**src/rau_pkg.sv**
```systemverilog
// Shared types and constants for the rational arithmetic unit.
// No dependencies; imported by every module of the block.
`default_nettype none
package rau_pkg;

  localparam int DATA_W     = 32;
  localparam int DEN_W      = 31;
  localparam int ACT_W      = 3;
  localparam int CODE_W     = 2;
  localparam int WIDE_W     = 64;
  localparam int WORD_BITS_DEF = 32;

  localparam logic [ACT_W-1:0] ACT_ADD = 3'd0;
  localparam logic [ACT_W-1:0] ACT_SUB = 3'd1;
  localparam logic [ACT_W-1:0] ACT_MUL = 3'd2;
  localparam logic [ACT_W-1:0] ACT_DIV = 3'd3;
  localparam logic [ACT_W-1:0] ACT_CMP = 3'd4;

  localparam logic [CODE_W-1:0] ORD_LT = 2'd0;
  localparam logic [CODE_W-1:0] ORD_EQ = 2'd1;
  localparam logic [CODE_W-1:0] ORD_GT = 2'd2;

  localparam logic [CODE_W-1:0] ST_OK   = 2'd0;
  localparam logic [CODE_W-1:0] ST_ZERO = 2'd1;
  localparam logic [CODE_W-1:0] ST_OVF  = 2'd2;

  typedef enum logic [3:0] {
    S_IDLE, S_PREP, S_MUL, S_COMB, S_GCD_GO, S_GCD_WAIT,
    S_DIVN_GO, S_DIVN_WAIT, S_DIVD_GO, S_DIVD_WAIT, S_CHK, S_FIN
  } state_t;

  // handshake between sequencer and an iterative unit
  typedef struct packed {
    logic start;
  } unit_ctl_t;

endpackage
`default_nettype wire

```
**src/rau_mul.sv**
```systemverilog
// Registered 32x32 unsigned multiplier shared by the sequencer.
// Depends on rau_pkg.
`default_nettype none
module rau_mul (
  input  wire logic                           clk,
  input  wire logic [rau_pkg::DATA_W-1:0]     op_a,
  input  wire logic [rau_pkg::DATA_W-1:0]     op_b,
  output logic      [rau_pkg::WIDE_W-1:0]     prod_r
);
  import rau_pkg::*;

  always_ff @(posedge clk) begin
    prod_r <= WIDE_W'(op_a) * WIDE_W'(op_b);
  end
endmodule
`default_nettype wire

```
**config.mk**
```make
export PLATFORM = sky130hd
export DESIGN_NAME = rau_mul
export DESIGN_NICKNAME = d
export VERILOG_FILES = /design/src/rau_pkg.sv /design/src/rau_mul.sv
export SDC_FILE = /design/constraint.sdc
export NUM_CORES = 2
export LEC_CHECK = 0
export BUFFER_PORTS_ARGS = -buffer_cell sky130_fd_sc_hd__buf_2
export CORE_UTILIZATION = 42
export DETAILED_ROUTE_END_ITERATION = 6
export PLACE_DENSITY = 0.64
export SYNTH_ARGS = -nofsm -noshare
export SYNTH_HDL_FRONTEND = slang
export SYNTH_SLANG_ARGS = --single-unit
export TNS_END_PERCENT = 20
```
**constraint.sdc**
```tcl
create_clock -name clk -period 7.2 [get_ports clk]
set_clock_uncertainty 0.05 [all_clocks]
set_input_delay 0.72 -clock clk [delete_from_list [all_inputs] [get_ports clk]]
set_output_delay 0.72 -clock clk [all_outputs]
set_load 0.03 [all_outputs]
```
======== Yosys cells after proc, flatten, opt, wreduce, memory -nomap -nowiden ========
Index checks and enable logic that the tools add are counted.
storage, ports and cells
  flip-flop bits (word level) ............. 64
  bits in latches ......................... 0
  bits in writable memories ............... 0
  ROM bits ................................ 0
  output and inout port bits .............. 64
  memories kept ........................... 0
operators by class
  add/subtract/negate cells ............... 0
  multipliers ............................. 1
  div/mod/pow operators ................... 0
  $lt $le $gt $ge ......................... 0
  equality and inequality tests ........... 0
  shift operators ......................... 0
  multiplexer cells ....................... 0
  bitwise logic cells ..................... 0
  reductions and logical operators ........ 0
operators by type and width
  operator        count
  $mul 32x32->64  1

======== Logic depth before layout (Yosys ltp) ========
  depth after elaboration ................. 1
  mapped depth ............................ 29

======== Worst setup path after synthesis ========
Ideal clock, no wire load.
  path kind ............................... input-to-reg
  from .................................... in op_a[25] in the netlist's numbering
  to ...................................... reg prod_r[62] in the netlist's numbering
  arrival ................................. 7.401 ns
  data required time ...................... 7.078 ns
  slack ................................... -0.323 ns
  cell stages on the path ................. 25
  buffers on the path ..................... 2
  path through ............................ clkbuf_1 nand2_1 fa_1 inv_1 fa_1 inv_1 fa_1 inv_1 fa_1 fa_1 fa_1 fa_1 inv_1 fa_1 inv_1 ha_1 buf_2 nand4_1 or4_1 or3_1 a31oi_1 a31o_2 a211oi_1 o21ai_1 xor2_1
between the ends
  word-level cells in the longest chain between the ends .. 1
RTL lines
  element               line           source
  start, declared       rau_mul.sv:6   input wire logic [rau_pkg::DATA_W-1:0] op_a,
  $mul 32x32->64        rau_mul.sv:13  prod_r <= WIDE_W'(op_a) * WIDE_W'(op_b);
  end signal, assigned  rau_mul.sv:13
  end, declared         rau_mul.sv:8   output logic [rau_pkg::WIDE_W-1:0] prod_r
Every way passes these cells.

======== Worst setup path in the final report ========
  from .................................... in op_a[11] in the netlist's numbering
  to ...................................... reg prod_r[58] in the netlist's numbering
Same word-level chain as after synthesis.

==> metrics.yaml <==
clocking:
  clk_pin_slew_ps: 60
  cts_tree: "done"
  h-tree-depth: 3
  postCtsHoldBufs: 0
  clock_path_buffers: 2
  cts.sinks: 64
  cts_root_buf: "clkbuf_16"
  cts_buffers: 9
synth:
  synthesis.area_mm2: 0.0347
  ys_seq_area_frac: 0.0369
  synthArstFlopShare: 0
  syn_inst: 3748
  synth.area.top_cells: "fa_1, and2_1, ha_1, inv_1, nand2_1"
  synth_cell_types: 57
  yosysTopAreaCell: "fa_1"
  synth-edff-count: 0
  ys_ff_latch: 64
  yosysTopAreaCellShare: 0.517
  synth_ff_type: "dfxtp_1"
  synth.avg_cell_area_um2: 9.25
  synth_warnings: 0
  syn-num-nets: 4972
worst_setup_path:
  crit_family: "adder cells"
  path_class: "primary input to register"
  path_cells: "buf_12 -> buf_12 -> and2_4 -> fa_1 -> inv_2 -> fa_1 -> inv_2 -> fa_1 -> fa_2 -> fa_1 -> fa_1 -> fa_1 -> inv_2 -> fa_1 -> inv_2 -> ha_4 -> nand4_1 -> or4_4 -> or3_4 -> a31oi_4 -> a31o_4 -> a211oi_4 -> buf_4 -> xnor2_1"
  crit_buf_inv: 7
  crit_required_ps: 7390
  worstPathMaxFanout: 5
  critical_path_arrival_ps: 7590
  crit_top_cell: "fa_1"
  cp-start-kind: "primary input"
  slowest_stage: "fa_1"
  critPathCaptureType: "register"
  crit_path_max_incr_delay_ps: 610
finish:
  final_area_mm2: 0.0404
  regMostFlops: "prod_r"
  area_growth_syn_to_layout_pct: 16.4
  most-common-layout-cells: "fa_1, inv_1, and2_1, nand2_1, buf_4"
  finalNonFillerCells: 5129
  largest_reg_flops: 64
  fillCellCount: 7718
  reg.largest.list: "prod_r (64)"
  nNetsFinal: 5276
  drive_above_1_share: 0.162
  layout_commonest_cell: "fa_1"
timing:
  setup_slack_ps: -207
  hold_viol: 0
  finalSetupViolCount: 9
  maxSlewHeadroom: 0.655
  tightest_slew_ps: 514
  rsz0062_at_grt: "yes"
  period_needed_ps: 7410
  period_share: 1.03
  fmax_mhz: 135
  drv_slew: 0
status:
  status: "finished, violations left"
  violations: "design-rule violations, negative setup slack"
job:
  max-cap-violations: 0
route:
  post_drt_via_cell_ratio: 4.98
  route.detailed.drc: 4
  num_vias: 25500
  first_pass_iters: 7
  drt_iter0_drc: 1291
  antenna_left: 0
  wl_mm: 93.9
  wire_per_inst_um: 18.3
die:
  rows: 105
  die_y_um: 289
  io_pins: 129
  start_util: 0.424
  core_mm2: 0.0818
  dieArea_mm2: 0.0837
  die_w_um: 289
placement:
  dp_cells: 5099
  gp_congestion: 0.895
  dp_slack_ps: -862
  place_area_mm2: 0.0390
  post-dp-hpwl_mm: 82.2
  portBuffers: 128
global_route:
  grt.overflow.total: 0
  first_global_vias: 28300
  grt_start_max_net_pins: 26
  grt_pass1_wl_mm: 152
  gr-usage-all-layers: 0.236
  antenna_found_initial: 3
worst_hold_path:
  min-delay-start: "op_a[0]"
  hold_class: "primary input to register"
  holdPathStages: 4
  hold_end: "prod_r[0]"
cell type report:
class | count | area, um2 | area share
Antenna cell | 2 | 5.00 | 0.000124
Clock buffer | 11 | 243 | 0.00601
Clock inverter | 5 | 80.1 | 0.00198
Inverter | 865 | 3250 | 0.0805
Multi-Input combinational cell | 2599 | 29800 | 0.740
Sequential cell | 64 | 1280 | 0.0317
Tap cell | 1070 | 1340 | 0.0332
Timing Repair Buffer | 513 | 4320 | 0.107
Yosys cell counts (23+ instances only):
cell        n
inv_1     865
ha_1      263
xor2_1     25
clkbuf_1  213
a21oi_1    63
and2_1    602
nand4_1    23
dfxtp_1    64
nand2_1   480
xnor2_1    35
a21o_1     40
fa_1      896
cell families after synthesis:
logic type | Yosys count | share of synthesized area
mux | 1 | 0.000289
xor+xnor | 60 | 0.0152
simple gates | 1177 | 0.176
compound gates | 202 | 0.0415
buf+inv | 1085 | 0.118
fa+ha+maj | 1159 | 0.612
flops | 64 | 0.0369
per-stage QoR:
stage | hold WS [ps] | util | setup TNS, ps
floorplan | 797 | - | -338
global placement | 1100 | 0.477 | -17660
detailed placement | 1100 | 0.477 | -18060
CTS | 999 | 0.488 | -953
global route | 1030 | 0.493 | -4520
finish | 1020 | 0.493 | -1110
what timing repair did:
item | in CTS | in global routing
gates cloned | 2 | 1
pin swaps | 88 | 82
resized for setup | 153 | 73
buffers inserted | 5 | 6
endpoints found under the setup margin | 25 | 28
metal layers:
metal / vias to the layer above / GRT usage / share of wire
li1: 11500 / - / -
met1: 13300 / 0.279 / 0.38
met2: 601 / 0.437 / 0.54
met3: 177 / 0.0259 / 0.041
met4: 2 / 0.0907 / 0.044
met5: - / 0 / 0.00013
how the worst max path moves through the flow:
stage          startpoint          to  slack, ps  cells after the start
5_1_grt          op_a[11]  prod_r[58]       -350                     24
2_1_floorplan    op_a[27]  prod_r[62]       -160                     23
6_report         op_a[11]  prod_r[58]       -210                     24
4_1_cts          op_a[10]  prod_r[58]       -150                     23
3_3_place_gp      op_b[9]  prod_r[58]       -840                     25
3_5_place_dp      op_b[9]  prod_r[58]       -860                     25
Power is not shown: default switching activity piles up to over one toggle a cycle in this logic, so the estimate is an artifact.
