## src/rau_pkg.sv

```systemverilog
// Shared types and constants for the rational arithmetic unit.
// No dependencies; imported by every module of the block.
`default_nettype none
package rau_pkg;

  localparam int DATA_W     = 32;
  localparam int DEN_W      = 31;
  localparam int ACT_W      = 3;
  localparam int CODE_W     = 2;
  localparam int WIDE_W     = 64;
  localparam int WORD_BITS_DEF = 32;

  localparam logic [ACT_W-1:0] ACT_ADD = 3'd0;
  localparam logic [ACT_W-1:0] ACT_SUB = 3'd1;
  localparam logic [ACT_W-1:0] ACT_MUL = 3'd2;
  localparam logic [ACT_W-1:0] ACT_DIV = 3'd3;
  localparam logic [ACT_W-1:0] ACT_CMP = 3'd4;

  localparam logic [CODE_W-1:0] ORD_LT = 2'd0;
  localparam logic [CODE_W-1:0] ORD_EQ = 2'd1;
  localparam logic [CODE_W-1:0] ORD_GT = 2'd2;

  localparam logic [CODE_W-1:0] ST_OK   = 2'd0;
  localparam logic [CODE_W-1:0] ST_ZERO = 2'd1;
  localparam logic [CODE_W-1:0] ST_OVF  = 2'd2;

  typedef enum logic [3:0] {
    S_IDLE, S_PREP, S_MUL, S_COMB, S_GCD_GO, S_GCD_WAIT,
    S_DIVN_GO, S_DIVN_WAIT, S_DIVD_GO, S_DIVD_WAIT, S_CHK, S_FIN
  } state_t;

  // handshake between sequencer and an iterative unit
  typedef struct packed {
    logic start;
  } unit_ctl_t;

endpackage
`default_nettype wire

```

## src/rau_div.sv

```systemverilog
// Restoring 64-bit unsigned divider, one quotient bit per cycle.
// Depends on rau_pkg.
`default_nettype none
module rau_div (
  input  wire logic                       clk,
  input  wire logic                       rst_n,
  input  wire rau_pkg::unit_ctl_t         ctl,
  input  wire logic [rau_pkg::WIDE_W-1:0] dividend,
  input  wire logic [rau_pkg::WIDE_W-1:0] divisor,
  output logic                            done_r,
  output logic      [rau_pkg::WIDE_W-1:0] quo_r
);
  import rau_pkg::*;

  logic [WIDE_W:0]   rem_r;
  logic [WIDE_W-1:0] dsr_r;
  logic [6:0]        cnt_r;
  logic [WIDE_W:0]   rem_sh;
  logic              fits;

  assign rem_sh = {rem_r[WIDE_W-1:0], quo_r[WIDE_W-1]};
  assign fits   = rem_sh >= {1'b0, dsr_r};

  always_ff @(posedge clk) begin
    if (!rst_n) begin
      cnt_r  <= '0;
      done_r <= 1'b0;
    end else begin
      done_r <= 1'b0;
      if (ctl.start) begin
        quo_r <= dividend;
        dsr_r <= divisor;
        rem_r <= '0;
        cnt_r <= 7'(WIDE_W);
      end else if (cnt_r != 7'd0) begin
        rem_r <= fits ? rem_sh - {1'b0, dsr_r} : rem_sh;
        quo_r <= {quo_r[WIDE_W-2:0], fits};
        cnt_r <= cnt_r - 7'd1;
        if (cnt_r == 7'd1) done_r <= 1'b1;
      end
    end
  end
endmodule
`default_nettype wire

```

## config.mk

```make
export PLATFORM = sky130hd
export DESIGN_NAME = rau_div
export DESIGN_NICKNAME = d
export VERILOG_FILES = /design/src/rau_pkg.sv /design/src/rau_div.sv
export SDC_FILE = /design/constraint.sdc
export NUM_CORES = 1
export LEC_CHECK = 0
export ABC_AREA = 1
export BUFFER_PORTS_ARGS = -buffer_cell sky130_fd_sc_hd__buf_2
export CAP_MARGIN = 10
export CELL_PAD_IN_SITES_DETAIL_PLACEMENT = 1
export CELL_PAD_IN_SITES_GLOBAL_PLACEMENT = 2
export CORE_ASPECT_RATIO = 0.9
export CORE_MARGIN = 1
export CORE_UTILIZATION = 35
export DETAILED_ROUTE_END_ITERATION = 10
export PLACE_DENSITY = 0.85
export SYNTH_ARGS = -nofsm -noshare
export SYNTH_HDL_FRONTEND = slang
export SYNTH_SLANG_ARGS = --single-unit
```

## constraint.sdc

```tcl
create_clock -name clk -period 24 [get_ports clk]
set_input_delay 1.2 -clock clk [delete_from_list [all_inputs] [get_ports clk]]
set_output_delay 1.2 -clock clk [all_outputs]
set_load 0.05 [all_outputs]
```

Word level (Yosys, flattened, before mapping)

Index checks and enable logic that the tools add are counted.
W data, S select, Z words.

Register bits after elaboration: 200
Output and inout bits: 65
Word-level logic and storage cells: 25

$add $sub $neg: 2
$lt $le $gt $ge: 1
Equality and inequality tests: 1
Muxes and demuxes: 7
Bitwise gates (word level): 2
Reductions and logical operators: 6

Operators with widths:

| operator              | number |
|---|---|
| $mux W64              | 4 |
| $ge A65 B64 Y1        | 1 |
| $sub A64 B64 Y64      | 1 |
| $mux W7               | 2 |
| $eq A7 B1 Y1 const B  | 1 |
| $reduce_bool A7 Y1    | 1 |
| $sub A7 B1 Y7 const B | 1 |
| $reduce_and A2 Y1     | 2 |
| $reduce_or A3 Y1      | 1 |
| $not A1 Y1            | 2 |
| $reduce_bool A2 Y1    | 1 |
| $reduce_or A2 Y1      | 1 |
| $mux W1               | 1 |

Longest topological paths before layout

Depth in word-level cells: 3
Depth in mapped cells: 19
Mapped depth without buffers: 17

Worst setup path before layout

No wires, ideal clock.

Path kind: input -> register
Start: input port rst_n
End: register quo_r[0] (netlist name), enable pin
Arrival time: 10.192 ns
Data required time: 23.208 ns
Slack: 13.016 ns
Stages on the path: 2
Path buffers: 0
Cell sequence: inv_1 -> o21ai_0

Longest elaborated chain between the ends: 1

Ends and longest elaborated chain:

| what                               | line          | source |
|---|---|---|
| start, declared                    | rau_div.sv:6  | `input wire logic rst_n,` |
| $reduce_and A2 Y1 (no source line) | -             |  |
| end signal, assigned               | rau_div.sv:31 | `quo_r <= dividend;` |
| end signal, assigned               | rau_div.sv:37 | `quo_r <= {quo_r[WIDE_W-2:0], fits};` |
| end, declared                      | rau_div.sv:11 | `output logic [rau_pkg::WIDE_W-1:0] quo_r` |

No other way between the ends.
A chain may end at the register's enable or synchronous reset.

Worst setup path after layout

Start: register rem_r[42]
End: register rem_r[34] (data pin)

Longest elaborated chain between the ends: 3

Ends and longest elaborated chain:

| what                   | line          | source |
|---|---|---|
| start, declared        | rau_div.sv:15 | `logic [WIDE_W:0] rem_r;` |
| start signal, assigned | rau_div.sv:36 | `rem_r <= fits ? rem_sh - {1'b0, dsr_r} : rem_sh;` |
| $ge A65 B64 Y1         | rau_div.sv:22 | `assign fits = rem_sh >= {1'b0, dsr_r};` |
| $mux W64               | rau_div.sv:36 |  |
| $mux W64               | rau_div.sv:35 | `end else if (cnt_r != 7'd0) begin` |

No other way between the ends. The select of a mux whose other input is x is not followed.

==> flow_summary.toml <==
[global_route]
grt_pass1_vias = 14298
antenna_found_initial = 6
grt.overflow.total = 0
grt_use_total_pct = 25.2
grt_first_pass_wirelength_um = 81000
grt_max_degree = 74

[detailed_routing]
vias = 13755
vias_per_cell = 4.69
drc = 0
wl_per_cell_um = 17.8
first_iter_violations = 715
final_antenna_net_count = 0
wl_um = 52200
dr.pass1.iters = 5

[logic_synthesis]
synth_warnings = 0
yosysMostFrequentCell = "nand2_1"
synth_area_mm2 = 0.0146
ys_seq_area_share_pct = 40.5
syn_area_per_cell_um2 = 6.67
synth_cell_types = 32
synth_commonest_cells = "955 x nand2_1, 452 x inv_1, 236 x nor2_1"
ys_ff_latch = 200
synth_edf_count = 192
netlist.area_leader.share_pct = 39.4
yosysTopAreaCell = "edfxtp_1"
syn-num-nets = 2393
synthArstFlopShare_pct = 0
synthFlopType = "edfxtp_1"
syn_inst = 2195
ys_top_cells_by_area = "edfxtp_1 39%, nand2_1 24%, inv_1 12%"

[critical_path]
reg2reg_depth = 17
required_ns = 24.23
worstPathCellList = "ha_1 -> nand2_1 -> inv_1 -> nand2_1 -> nand2_1 -> nand2_1 -> nand2_1 -> inv_1 -> nand2_1 -> nand2_1 -> nand3_2 -> inv_2 -> buf_4 -> nand2_1 -> buf_16 -> nor2_1 -> nor2_1"
critPathMaxStageDelay_ns = 0.59
crit_arrival_ns = 3.82
crit_type = "reg2reg"
r2r_setup_slack_ns = 20.40
crit_start = "rem_r[42]$_SDFFCE_PP0P_"
cp_slowest_cell = "buf_4"
cp_max_fo = 50
cp-end-kind = "register"
timing.rr.end = "rem_r[34]$_SDFFCE_PP0P_"
reg2reg_from = "rem_r[42]$_SDFFCE_PP0P_"
startpoint_type = "register"
cpMostUsedCell = "nand2_1"

[clock_network]
cts_buffers = 17
cts_resized = 0
cts.clk_slew.worst_paths_ns = 0.08
cts_buffer_depth = 2
cts_setup_buffers = 0
clock-sinks = 200
cts_tree = "done"
ctsHoldBuffers = 0
cts_root_buf = "clkbuf_16"
ctsHtreeMaxLevel = 4
clkLatencyLatePin_ns = 0.49

[timing]
fmax_ghz = 0.278
fin_crit_ns = 3.60
finalSetupViolCount = 0
hold_viol_final = 0
maxSlewHeadroom_pct = 24.5
worst_slew_pin_slew_ns = 1.13
skew_ns = 0.0272
rsz0062_at_grt = "false"
fin_crit_sh_pct = 15.0
slew_violations = 0
fin_tns_setup_ns = 0

[floorplanning]
start_util_pct = 35.8
ioPinCount = 196
fp.dieH_um = 196
core_mm2 = 0.0409
dieArea_mm2 = 0.0427
die_w_um = 218
row_count = 70

[finish]
nFillCells = 5396
syn_to_final_growth_pct = 14.8
layout.nets = 2576
drive_gt1_share_pct = 10.5
regArea_mm2 = 0.00593
design_area_mm2 = 0.0168
multiInputGateArea_mm2 = 0.00683

[hold_path]
hp-start = "cnt_r[6]$_SDFFE_PN0N_"
min_path_type = "reg2reg"
hold_depth = 2
hold_end = "cnt_r[6]$_SDFFE_PN0N_"

[place]
post-dp-hpwl_um = 41600
port_buffers = 195
placed_area_mm2 = 0.0162
place_congestion = 0.942

[flow_run]
max_cap_viol_count = 0

[power_and_ir_drop]
pwr-share-clk_pct = 16.7
combPwrFrac_pct = 54.3
switchingPower_uw = 897
leakage_nw = 9.38
p_per_area_mw_per_mm2 = 108
p_seq_share_pct = 29.1
intPower_uw = 915
ir_drop_mv = 0.0536
swShare_pct = 49.5

[status]
outcome = "finished clean"
## cell type report
type	count	share of cell area (%)
inverters	453	10.1
clock inverters	13	0.871
well taps	540	4.02
flip-flops and latches	200	35.3
multi-input cells	1502	40.7
diodes	2	0.0298
clock buffers	19	2.70
repair buffers	204	6.33
## power by group through the flow
stage | Clock, mW | Sequential, mW | Combinational [mW]
floorplan | 0 | 0.607 | 0.614
global placement | 0 | 0.530 | 0.956
detailed placement | 0 | 0.532 | 0.976
CTS | 0.310 | 0.528 | 0.982
global route | 0.319 | 0.537 | 1.10
finish | 0.302 | 0.526 | 0.983
## registers in the layout, indices dropped and copies added (netlist names)
| name | count |
|---|---|
| cnt_r | 7 |
| done_r | 1 |
| dsr_r | 64 |
| quo_r | 64 |
| rem_r | 64 |
## per-stage QoR
step                utilization, %  setup slack (ns)  instances  total power [mW]  hold WS, ns
finish                        41.1             20.40       2933              1.81        0.507
global route                  41.1             20.13       2931              1.96        0.531
CTS                           41.0             19.95       2930              1.82        0.505
detailed placement            39.5             19.99       2898              1.51        0.491
global placement              39.5             20.18       2898              1.49        0.455
floorplan                        -             13.02       2195              1.22        0.443
## kinds of logic after synthesis
group	share of synthesized area [%]
compound gates	2.07
xor+xnor	1.97
fa+ha+maj	5.78
buf+inv	13.0
flops	40.5
simple gates	36.7
## layer usage
metal / share of wire, % / up-vias / global-route usage, %
met1: 48 / 6410 / 34.3
met2: 44 / 301 / 40.1
met5: 0.11 / - / 0
li1: - / 6981 / -
met3: 5.3 / 55 / 5.43
met4: 2.0 / 8 / 6.99
## worst max-delay path: cells and delay by family, from the launching register on
family	cells	cell delay (ns)
flops	1	0.43
fa+ha+maj	1	0.40
buf+inv	5	1.07
simple gates	11	1.41
## worst max path at each step
stage | to | depth (start not counted) | slack (ns)
finish | rem_r[34]$_SDFFCE_PP0P_ | 17 | 20.40
global placement | rem_r[45]$_SDFFCE_PP0P_ | 15 | 20.18
global route | rem_r[35]$_SDFFCE_PP0P_ | 17 | 20.13
CTS | rem_r[34]$_SDFFCE_PP0P_ | 16 | 19.95
floorplan | quo_r[0]$_DFFE_PP_ | 2 | 13.02
detailed placement | rem_r[34]$_SDFFCE_PP0P_ | 16 | 19.99
## cells in the final DEF, fill, tap and decap left out, types with 8 or more instances in the layout
master | netlist | layout
nand2_1 | 955 | 955
inv_1 | 452 | 450
nor2_1 | 236 | 236
buf_2 | 6 | 195
edfxtp_1 | 192 | 192
nand3_1 | 72 | 72
ha_1 | 66 | 66
a21oi_1 | 48 | 47
nand3b_1 | 39 | 39
xor2_1 | 30 | 30
clkbuf_16 | 0 | 17
nor3_1 | 11 | 11
nand4_1 | 11 | 11
o21ai_0 | 10 | 9
dfxtp_1 | 8 | 8
buf_4 | 7 | 8
Note: power is estimated with default switching activity, not from simulation.
