**src/rau_pkg.sv**
```systemverilog
// Shared types and constants for the rational arithmetic unit.
// No dependencies; imported by every module of the block.
`default_nettype none
package rau_pkg;

  localparam int DATA_W     = 32;
  localparam int DEN_W      = 31;
  localparam int ACT_W      = 3;
  localparam int CODE_W     = 2;
  localparam int WIDE_W     = 64;
  localparam int WORD_BITS_DEF = 32;

  localparam logic [ACT_W-1:0] ACT_ADD = 3'd0;
  localparam logic [ACT_W-1:0] ACT_SUB = 3'd1;
  localparam logic [ACT_W-1:0] ACT_MUL = 3'd2;
  localparam logic [ACT_W-1:0] ACT_DIV = 3'd3;
  localparam logic [ACT_W-1:0] ACT_CMP = 3'd4;

  localparam logic [CODE_W-1:0] ORD_LT = 2'd0;
  localparam logic [CODE_W-1:0] ORD_EQ = 2'd1;
  localparam logic [CODE_W-1:0] ORD_GT = 2'd2;

  localparam logic [CODE_W-1:0] ST_OK   = 2'd0;
  localparam logic [CODE_W-1:0] ST_ZERO = 2'd1;
  localparam logic [CODE_W-1:0] ST_OVF  = 2'd2;

  typedef enum logic [3:0] {
    S_IDLE, S_PREP, S_MUL, S_COMB, S_GCD_GO, S_GCD_WAIT,
    S_DIVN_GO, S_DIVN_WAIT, S_DIVD_GO, S_DIVD_WAIT, S_CHK, S_FIN
  } state_t;

  // handshake between sequencer and an iterative unit
  typedef struct packed {
    logic start;
  } unit_ctl_t;

endpackage
`default_nettype wire

```
**src/rau_gcd.sv**
```systemverilog
// Binary (shift/subtract) gcd of two nonzero 64-bit magnitudes.
// Depends on rau_pkg. One compare/subtract or shift per cycle.
`default_nettype none
module rau_gcd (
  input  wire logic                       clk,
  input  wire logic                       rst_n,
  input  wire rau_pkg::unit_ctl_t         ctl,
  input  wire logic [rau_pkg::WIDE_W-1:0] x_in,
  input  wire logic [rau_pkg::WIDE_W-1:0] y_in,
  output logic                            done_r,
  output logic      [rau_pkg::WIDE_W-1:0] g_r
);
  import rau_pkg::*;

  logic [WIDE_W-1:0] x_r, y_r;
  logic [6:0]        k_r;
  logic              busy_r;

  always_ff @(posedge clk) begin
    if (!rst_n) begin
      busy_r <= 1'b0;
      done_r <= 1'b0;
    end else begin
      done_r <= 1'b0;
      if (ctl.start) begin
        busy_r <= 1'b1;
        x_r    <= x_in;
        y_r    <= y_in;
        k_r    <= '0;
      end else if (busy_r) begin
        if (x_r == y_r) begin
          g_r    <= x_r << k_r[5:0];
          busy_r <= 1'b0;
          done_r <= 1'b1;
        end else if (!x_r[0] && !y_r[0]) begin
          x_r <= x_r >> 1;
          y_r <= y_r >> 1;
          k_r <= k_r + 7'd1;
        end else if (!x_r[0]) begin
          x_r <= x_r >> 1;
        end else if (!y_r[0]) begin
          y_r <= y_r >> 1;
        end else if (x_r > y_r) begin
          x_r <= x_r - y_r;
        end else begin
          y_r <= y_r - x_r;
        end
      end
    end
  end
endmodule
`default_nettype wire

```
**config.mk**
```make
export PLATFORM = sky130hd
export DESIGN_NAME = rau_gcd
export DESIGN_NICKNAME = d
export VERILOG_FILES = /design/src/rau_pkg.sv /design/src/rau_gcd.sv
export SDC_FILE = /design/constraint.sdc
export NUM_CORES = 1
export LEC_CHECK = 0
export ABC_AREA = 0
export BUFFER_PORTS_ARGS = -buffer_cell sky130_fd_sc_hd__buf_2
export CORE_UTILIZATION = 35
export CTS_CLUSTER_SIZE = 28
export DETAILED_ROUTE_END_ITERATION = 16
export GPL_TIMING_DRIVEN = 1
export PLACE_DENSITY = 0.63
export SLEW_MARGIN = 10
export SYNTH_ARGS = -nofsm -noshare
export SYNTH_HDL_FRONTEND = slang
export SYNTH_SLANG_ARGS = --single-unit
```
**constraint.sdc**
```tcl
create_clock -name clk -period 8.75 [get_ports clk]
set_clock_uncertainty 0.2 [all_clocks]
set_input_delay 0 -clock clk [delete_from_list [all_inputs] [get_ports clk]]
set_output_delay 0 -clock clk [all_outputs]
set_load 0.02 [all_outputs]
```
Yosys cells after proc, flatten, opt, wreduce, memory -nomap -nowiden --
Cells that the tools add are included.
Storage, ports and cells: word-level logic and storage cells 55, output and inout port bits 65, bits of input ports 131, register bits 201
Cells by class: shifts and indexed selects 1, add/subtract/negate cells 3, bitwise gates (word level) 3, reduce and logical (&&, ||, !) cells 13, muxes and demuxes 21, eq/ne operators 5, $lt $le $gt $ge 1
Operator list (number):
- two-way mux 64 bit | 14
- subtractor 64 bit | 2
- == test 64 bit | 1
- > comparator 64 bit | 1
- << shifter 64 x 6 -> 64 bit | 1
- two-way mux 7 bit | 3
- AND reduction 4 bit | 3
- AND reduction 5 bit | 2
- != test 4 x 2 -> 1 bit, second input constant | 2
- adder 7 x 1 -> 7 bit, second input constant | 1
- two-way mux 1 bit | 4
- != test 4 bit, second input constant | 1
- nonzero test 2 bit | 2
- NOT 1 bit | 3
- AND reduction 3 bit | 1
- nonzero test 3 bit | 1
- OR reduction 3 bit | 1
- logical NOT 1 bit | 2
- != test 2 bit, second input constant | 1
- logical AND 1 bit | 1

Logic depth before layout (Yosys ltp) --
depth after elaboration 8, mapped depth 16

Worst setup path before layout --
OpenSTA, ideal clock, no wires.
path type register to register, start point reg x_r[0], end point reg y_r[10] (enable), setup time 580 ps, path slack 723 ps, arrival 7246 ps, period minus slack after synthesis 8027 ps, buffers on the path 2, cell stages (with the launch flop) 15, cells stage by stage edfxtp_1 > inv_1 > ha_1 > inv_1 > fa_1 > a211oi_1 > o21bai_1 > o21ai_2 > o21ai_2 > a21oi_1 > o211ai_2 > and2_4 > buf_2 > buf_2 > a21boi_0
Between the ends: cells in the longest elaborated chain, start to end 4
RTL lines:
- from (decl) | line rau_gcd.sv:15 | logic [WIDE_W-1:0] x_r, y_r;
- from (signal assigned) | line rau_gcd.sv:27 | x_r <= x_in;
- from (signal assigned) | line rau_gcd.sv:36 | x_r <= x_r >> 1;
- from (signal assigned) | line rau_gcd.sv:40 | x_r <= x_r >> 1;
- parallel branches: the longest is 3 deep, another holds > comparator 64 bit
- AND reduction 5 bit (no line) *
- to (signal assigned) | line rau_gcd.sv:37 | y_r <= y_r >> 1;
- to (signal assigned) | line rau_gcd.sv:42 | y_r <= y_r >> 1;
- to (signal assigned) | line rau_gcd.sv:46 | y_r <= y_r - x_r;
- to (decl) | line rau_gcd.sv:15
Mark *: on every way between the ends. A chain may end at the register's enable or synchronous reset.

==> summary.md <==
| Metric | Value |
|---|---|
| Crit-path max cell delay | `0.69 ns` |
| Final Cycle Share | `61.16%` |
| Iter 0 DRT Violations | `2,386` |
| Clk pin slew, worst setup/hold paths | `0.08 ns` |
| Largest family of logic cells by synthesized area | `compound AO/OA/AOI/OAI gates` |
| RePlAce Congestion | `1.016` |
| CTS buffer count | `17` |
| Final setup viols | `0` |
| Largest net degree at the start of global routing | `102` |
| Nets | `2,958` |
| Crit. End Element | `flip-flop` |
| Crit path buffers/inverters | `3` |
| Area of the die | `59,800 um^2` |
| Fmax | `0.1869 GHz` |
| CTS Root Buffer Type | `clkbuf_16` |
| Worst path arrival time | `5.54 ns` |
| Syn Nets | `2,756` |
| Initial Utilization | `35.55%` |
| Synth Area in XOR/XNOR | `5.147%` |
| Post-synthesis compound-gate area fraction | `25.88%` |
| Sequential element share of the synthesized area | `29.07%` |
| Crit path launch type | `flip-flop` |
| MaxCap Viol Count | `0` |
| Total grt overflow | `0` |
| Power, Total | `3.647 mW` |
| Synth Flop Type | `edfxtp_1` |
| Final min period | `5.351 ns` |
| Ys Warns | `0` |
| Synth-to-Final Area Change | `16.09%` |
| Routed WL per cell | `23.71 um` |
| Mux cell area share after synthesis | `7.858%` |
| Worst min path class | `input pin to flip-flop` |
| Critical Path RT | `8.94 ns` |
| Mapped cell area | `20,590 um^2` |
| Post-Synth Adder-Cell Area | `8.095%` |
| CORE AREA | `57,920 um^2` |
| Crit path kind | `flip-flop to flip-flop` |
| Post-route antenna net violation count | `0` |
| Hold Worst Slack | `0.1031 ns` |
| Drt via density | `5.962` |
| CTS tree | `yes` |
| Slowest CP cell | `and3_1` |
| Layout fillers | `5,862` |
| # DRC | `0` |
| Height of the die | `244.5 um` |
| Worst path cell trace | `inv_1, ha_1, nand2_1, nor2_2, nand2_1, nor3_2, a21oi_1, o211ai_2, and2_4, and3_1, buf_4, a221oi_1, a21oi_1, dlygate4sd3_1` |
| First-pass GRT wire length | `122.5 mm` |
| Netlist cell types | `87` |
| Post-synthesis simple-gate area fraction | `15.94%` |
| Peak VDD IR | `0.1750 mV` |
| Reg area | `5986 um^2` |
| CTS max path bufs | `2` |
| Count of pins over their slew limit | `0` |
| RSZ-0062 raised after global routing | `false` |
| Leak Pwr | `9.899 nW` |
| Clk sinks | `200` |
| Die Wd | `244.5 um` |
| Initial antenna violation count | `0` |
| Syn avg cell area | `8.259 um^2` |
| Mapped Cells | `2,493` |
| Via count of the routed design | `20,710` |
| Outcome | `finished, final reports clean` |
| Worst slew margin | `14.22%` |
| Share of layout cells above drive strength 1 | `13.66%` |
| Final hold vios | `0` |
| Async S/R FF share, synth | `0%` |
| Htree depth | `4` |
| Clock latency on the worst-skew pair | `0.52 ns` |
| Worst slew pin tran | `1.285 ns` |
| DR pass1 iterations | `8` |
| Top-level I/O count | `196` |
| Number of synthesized flops with an enable pin | `198` |
| GRT Util Overall | `27.18%` |
| Cell Rows | `88` |
| Area of the multi-input gates | `12,990 um^2` |
| Flops & latches, synth | `200` |
| Max FO, Critical Path | `22` |
| Top Family by Delay on Critical Path | `simple AND/OR/NAND/NOR gates` |
| Detailed Route WL | `82.36 mm` |
| PwrDens | `152.6 nW/um^2` |
| Setup TNS | `0 ns` |
| Vias in the first global route | `19,560` |
| Detailed Place HPWL | `64.24 mm` |
| I/O Buffers | `195` |
[synthesized netlist by cell type (5+ instances only)]
cell        n  area share (%)
nand2_1   353             6.4
a21oi_1   263             6.4
nor2_1    224             4.1
inv_1     214             3.9
edfxtp_1  198              29
o21ai_0   141             3.4
ha_1      130             7.9
clkbuf_1   87             1.6
xnor2_1    86             3.7
mux4_2     50             5.5
a21o_1     49             1.8
o221ai_1   49             2.1
mux2i_1    48             2.3
o21bai_1   47             1.7
buf_2      45             1.1
nor3_1     36            0.88
a221oi_1   35             1.5
nand4_1    35             1.1
xor2_1     35             1.5
nand3_1    23            0.56
o21ai_1    23            0.56
a211oi_1   21            0.77
buf_1      18            0.33
o22ai_1    18            0.55
a31oi_1    16            0.49
buf_4      15            0.55
nand2b_1   15            0.46
and3_1     14            0.43
a221oi_2   13            0.95
o21a_1     13            0.47
a21boi_0   12            0.44
o31ai_1    12            0.44
buf_6      10            0.55
a22oi_1     9            0.33
a221o_1     7            0.34
a311oi_1    7            0.30
and2_1      7            0.21
nor2b_1     7            0.21
a21oi_2     6            0.26
nor4_1      5            0.15
o211ai_1    5            0.18
o31a_1      5            0.21
or3_1       5            0.15
[per-stage QoR]
stage | cells | setup slack, ns | util (%) | cell area (um^2)
after global placement | 3300 | 3.790 | 37.79 | 21890
final | 3474 | 3.399 | 41.27 | 23900
after floorplan | 2493 | 0.7232 | - | 20590
after CTS | 3473 | 3.523 | 41.27 | 23900
after detailed placement | 3300 | 3.704 | 37.79 | 21890
after global routing | 3473 | 3.063 | 41.27 | 23900
[flip-flops by register name, indices dropped and copies added (netlist names)]
signal / flops
g_r: 64
x_r: 64
k_r: 6
busy_r: 1
done_r: 1
y_r: 64
[report_power, final]
part           total (mW)  switching [mW]  internal, mW
combinational        1.58            1.02         0.565
clock               0.858           0.449         0.409
sequential           1.21          0.0771          1.13
total                3.65            1.54          2.10
[worst register-to-register path: stages (launching register included)]
cell,delay (ns)
edfxtp_1,0.59
inv_1,0.09
ha_1,0.48
nand2_1,0.18
nor2_2,0.29
nand2_1,0.15
nor3_2,0.49
a21oi_1,0.20
o211ai_2,0.20
and2_4,0.37
and3_1,0.69
buf_4,0.42
a221oi_1,0.14
a21oi_1,0.16
dlygate4sd3_1,0.56
[area by class of cell]
class	count	share of cell area (%)
multi-input cells	1904	54.35
flip-flops and latches	200	25.04
repair buffers	358	10.72
well taps	765	4.005
inverters	214	3.361
clock buffers	17	1.780
clock inverters	15	0.7381
diodes	1	0.01047
[logic make-up after synthesis]
| family | count (synthesis) |
|---|---|
| simple gates | 750 |
| compound gates | 802 |
| buf+inv | 389 |
| fa+ha+maj | 132 |
| xor+xnor | 121 |
| mux | 99 |
| flops | 200 |
[routing by layer]
layer | GRT usage (%) | part of all wire [%]
met1 | 38.57 | 45
met2 | 40.18 | 43
met3 | 4.072 | 7.8
met4 | 12.94 | 4.6
met5 | 0 | 0
[placed cells by master, fill, tap and decap left out, drive strengths merged, types with 17 or more instances in the layout]
master / Yosys / final
o21ai: 167 / 167
xnor2: 86 / 86
clkbuf: 87 / 18
edfxtp: 198 / 198
a21o: 49 / 49
o22ai: 18 / 18
mux4: 50 / 50
a21oi: 271 / 271
nor2: 226 / 226
o21bai: 47 / 47
nand3: 24 / 24
ha: 130 / 130
xor2: 35 / 35
a221oi: 48 / 48
nand2: 356 / 356
inv: 214 / 223
a211oi: 25 / 25
a31oi: 17 / 17
buf: 88 / 216
nand4: 39 / 39
dlygate4sd3: 0 / 141
nor3: 38 / 38
o221ai: 51 / 51
mux2i: 48 / 48
[path summary, 6_finish.rpt]
path,from,end,slack [ns],cells past startpoint
worst max-delay path,x_r[28],x_r[4],3.40,14
worst min-delay path,y_in[16],y_r[16],0.10,3
worst max register to register,x_r[28],x_r[4],3.40,14
worst min register to register,busy_r,done_r,0.32,1
[what timing repair did]
action	4_1_cts	5_1_grt
resized for setup	0	0
hold buffers	141	0
buffers inserted	0	0
hold endpoints to repair	138	0
No activity file was read; power rests on OpenSTA's default activity.
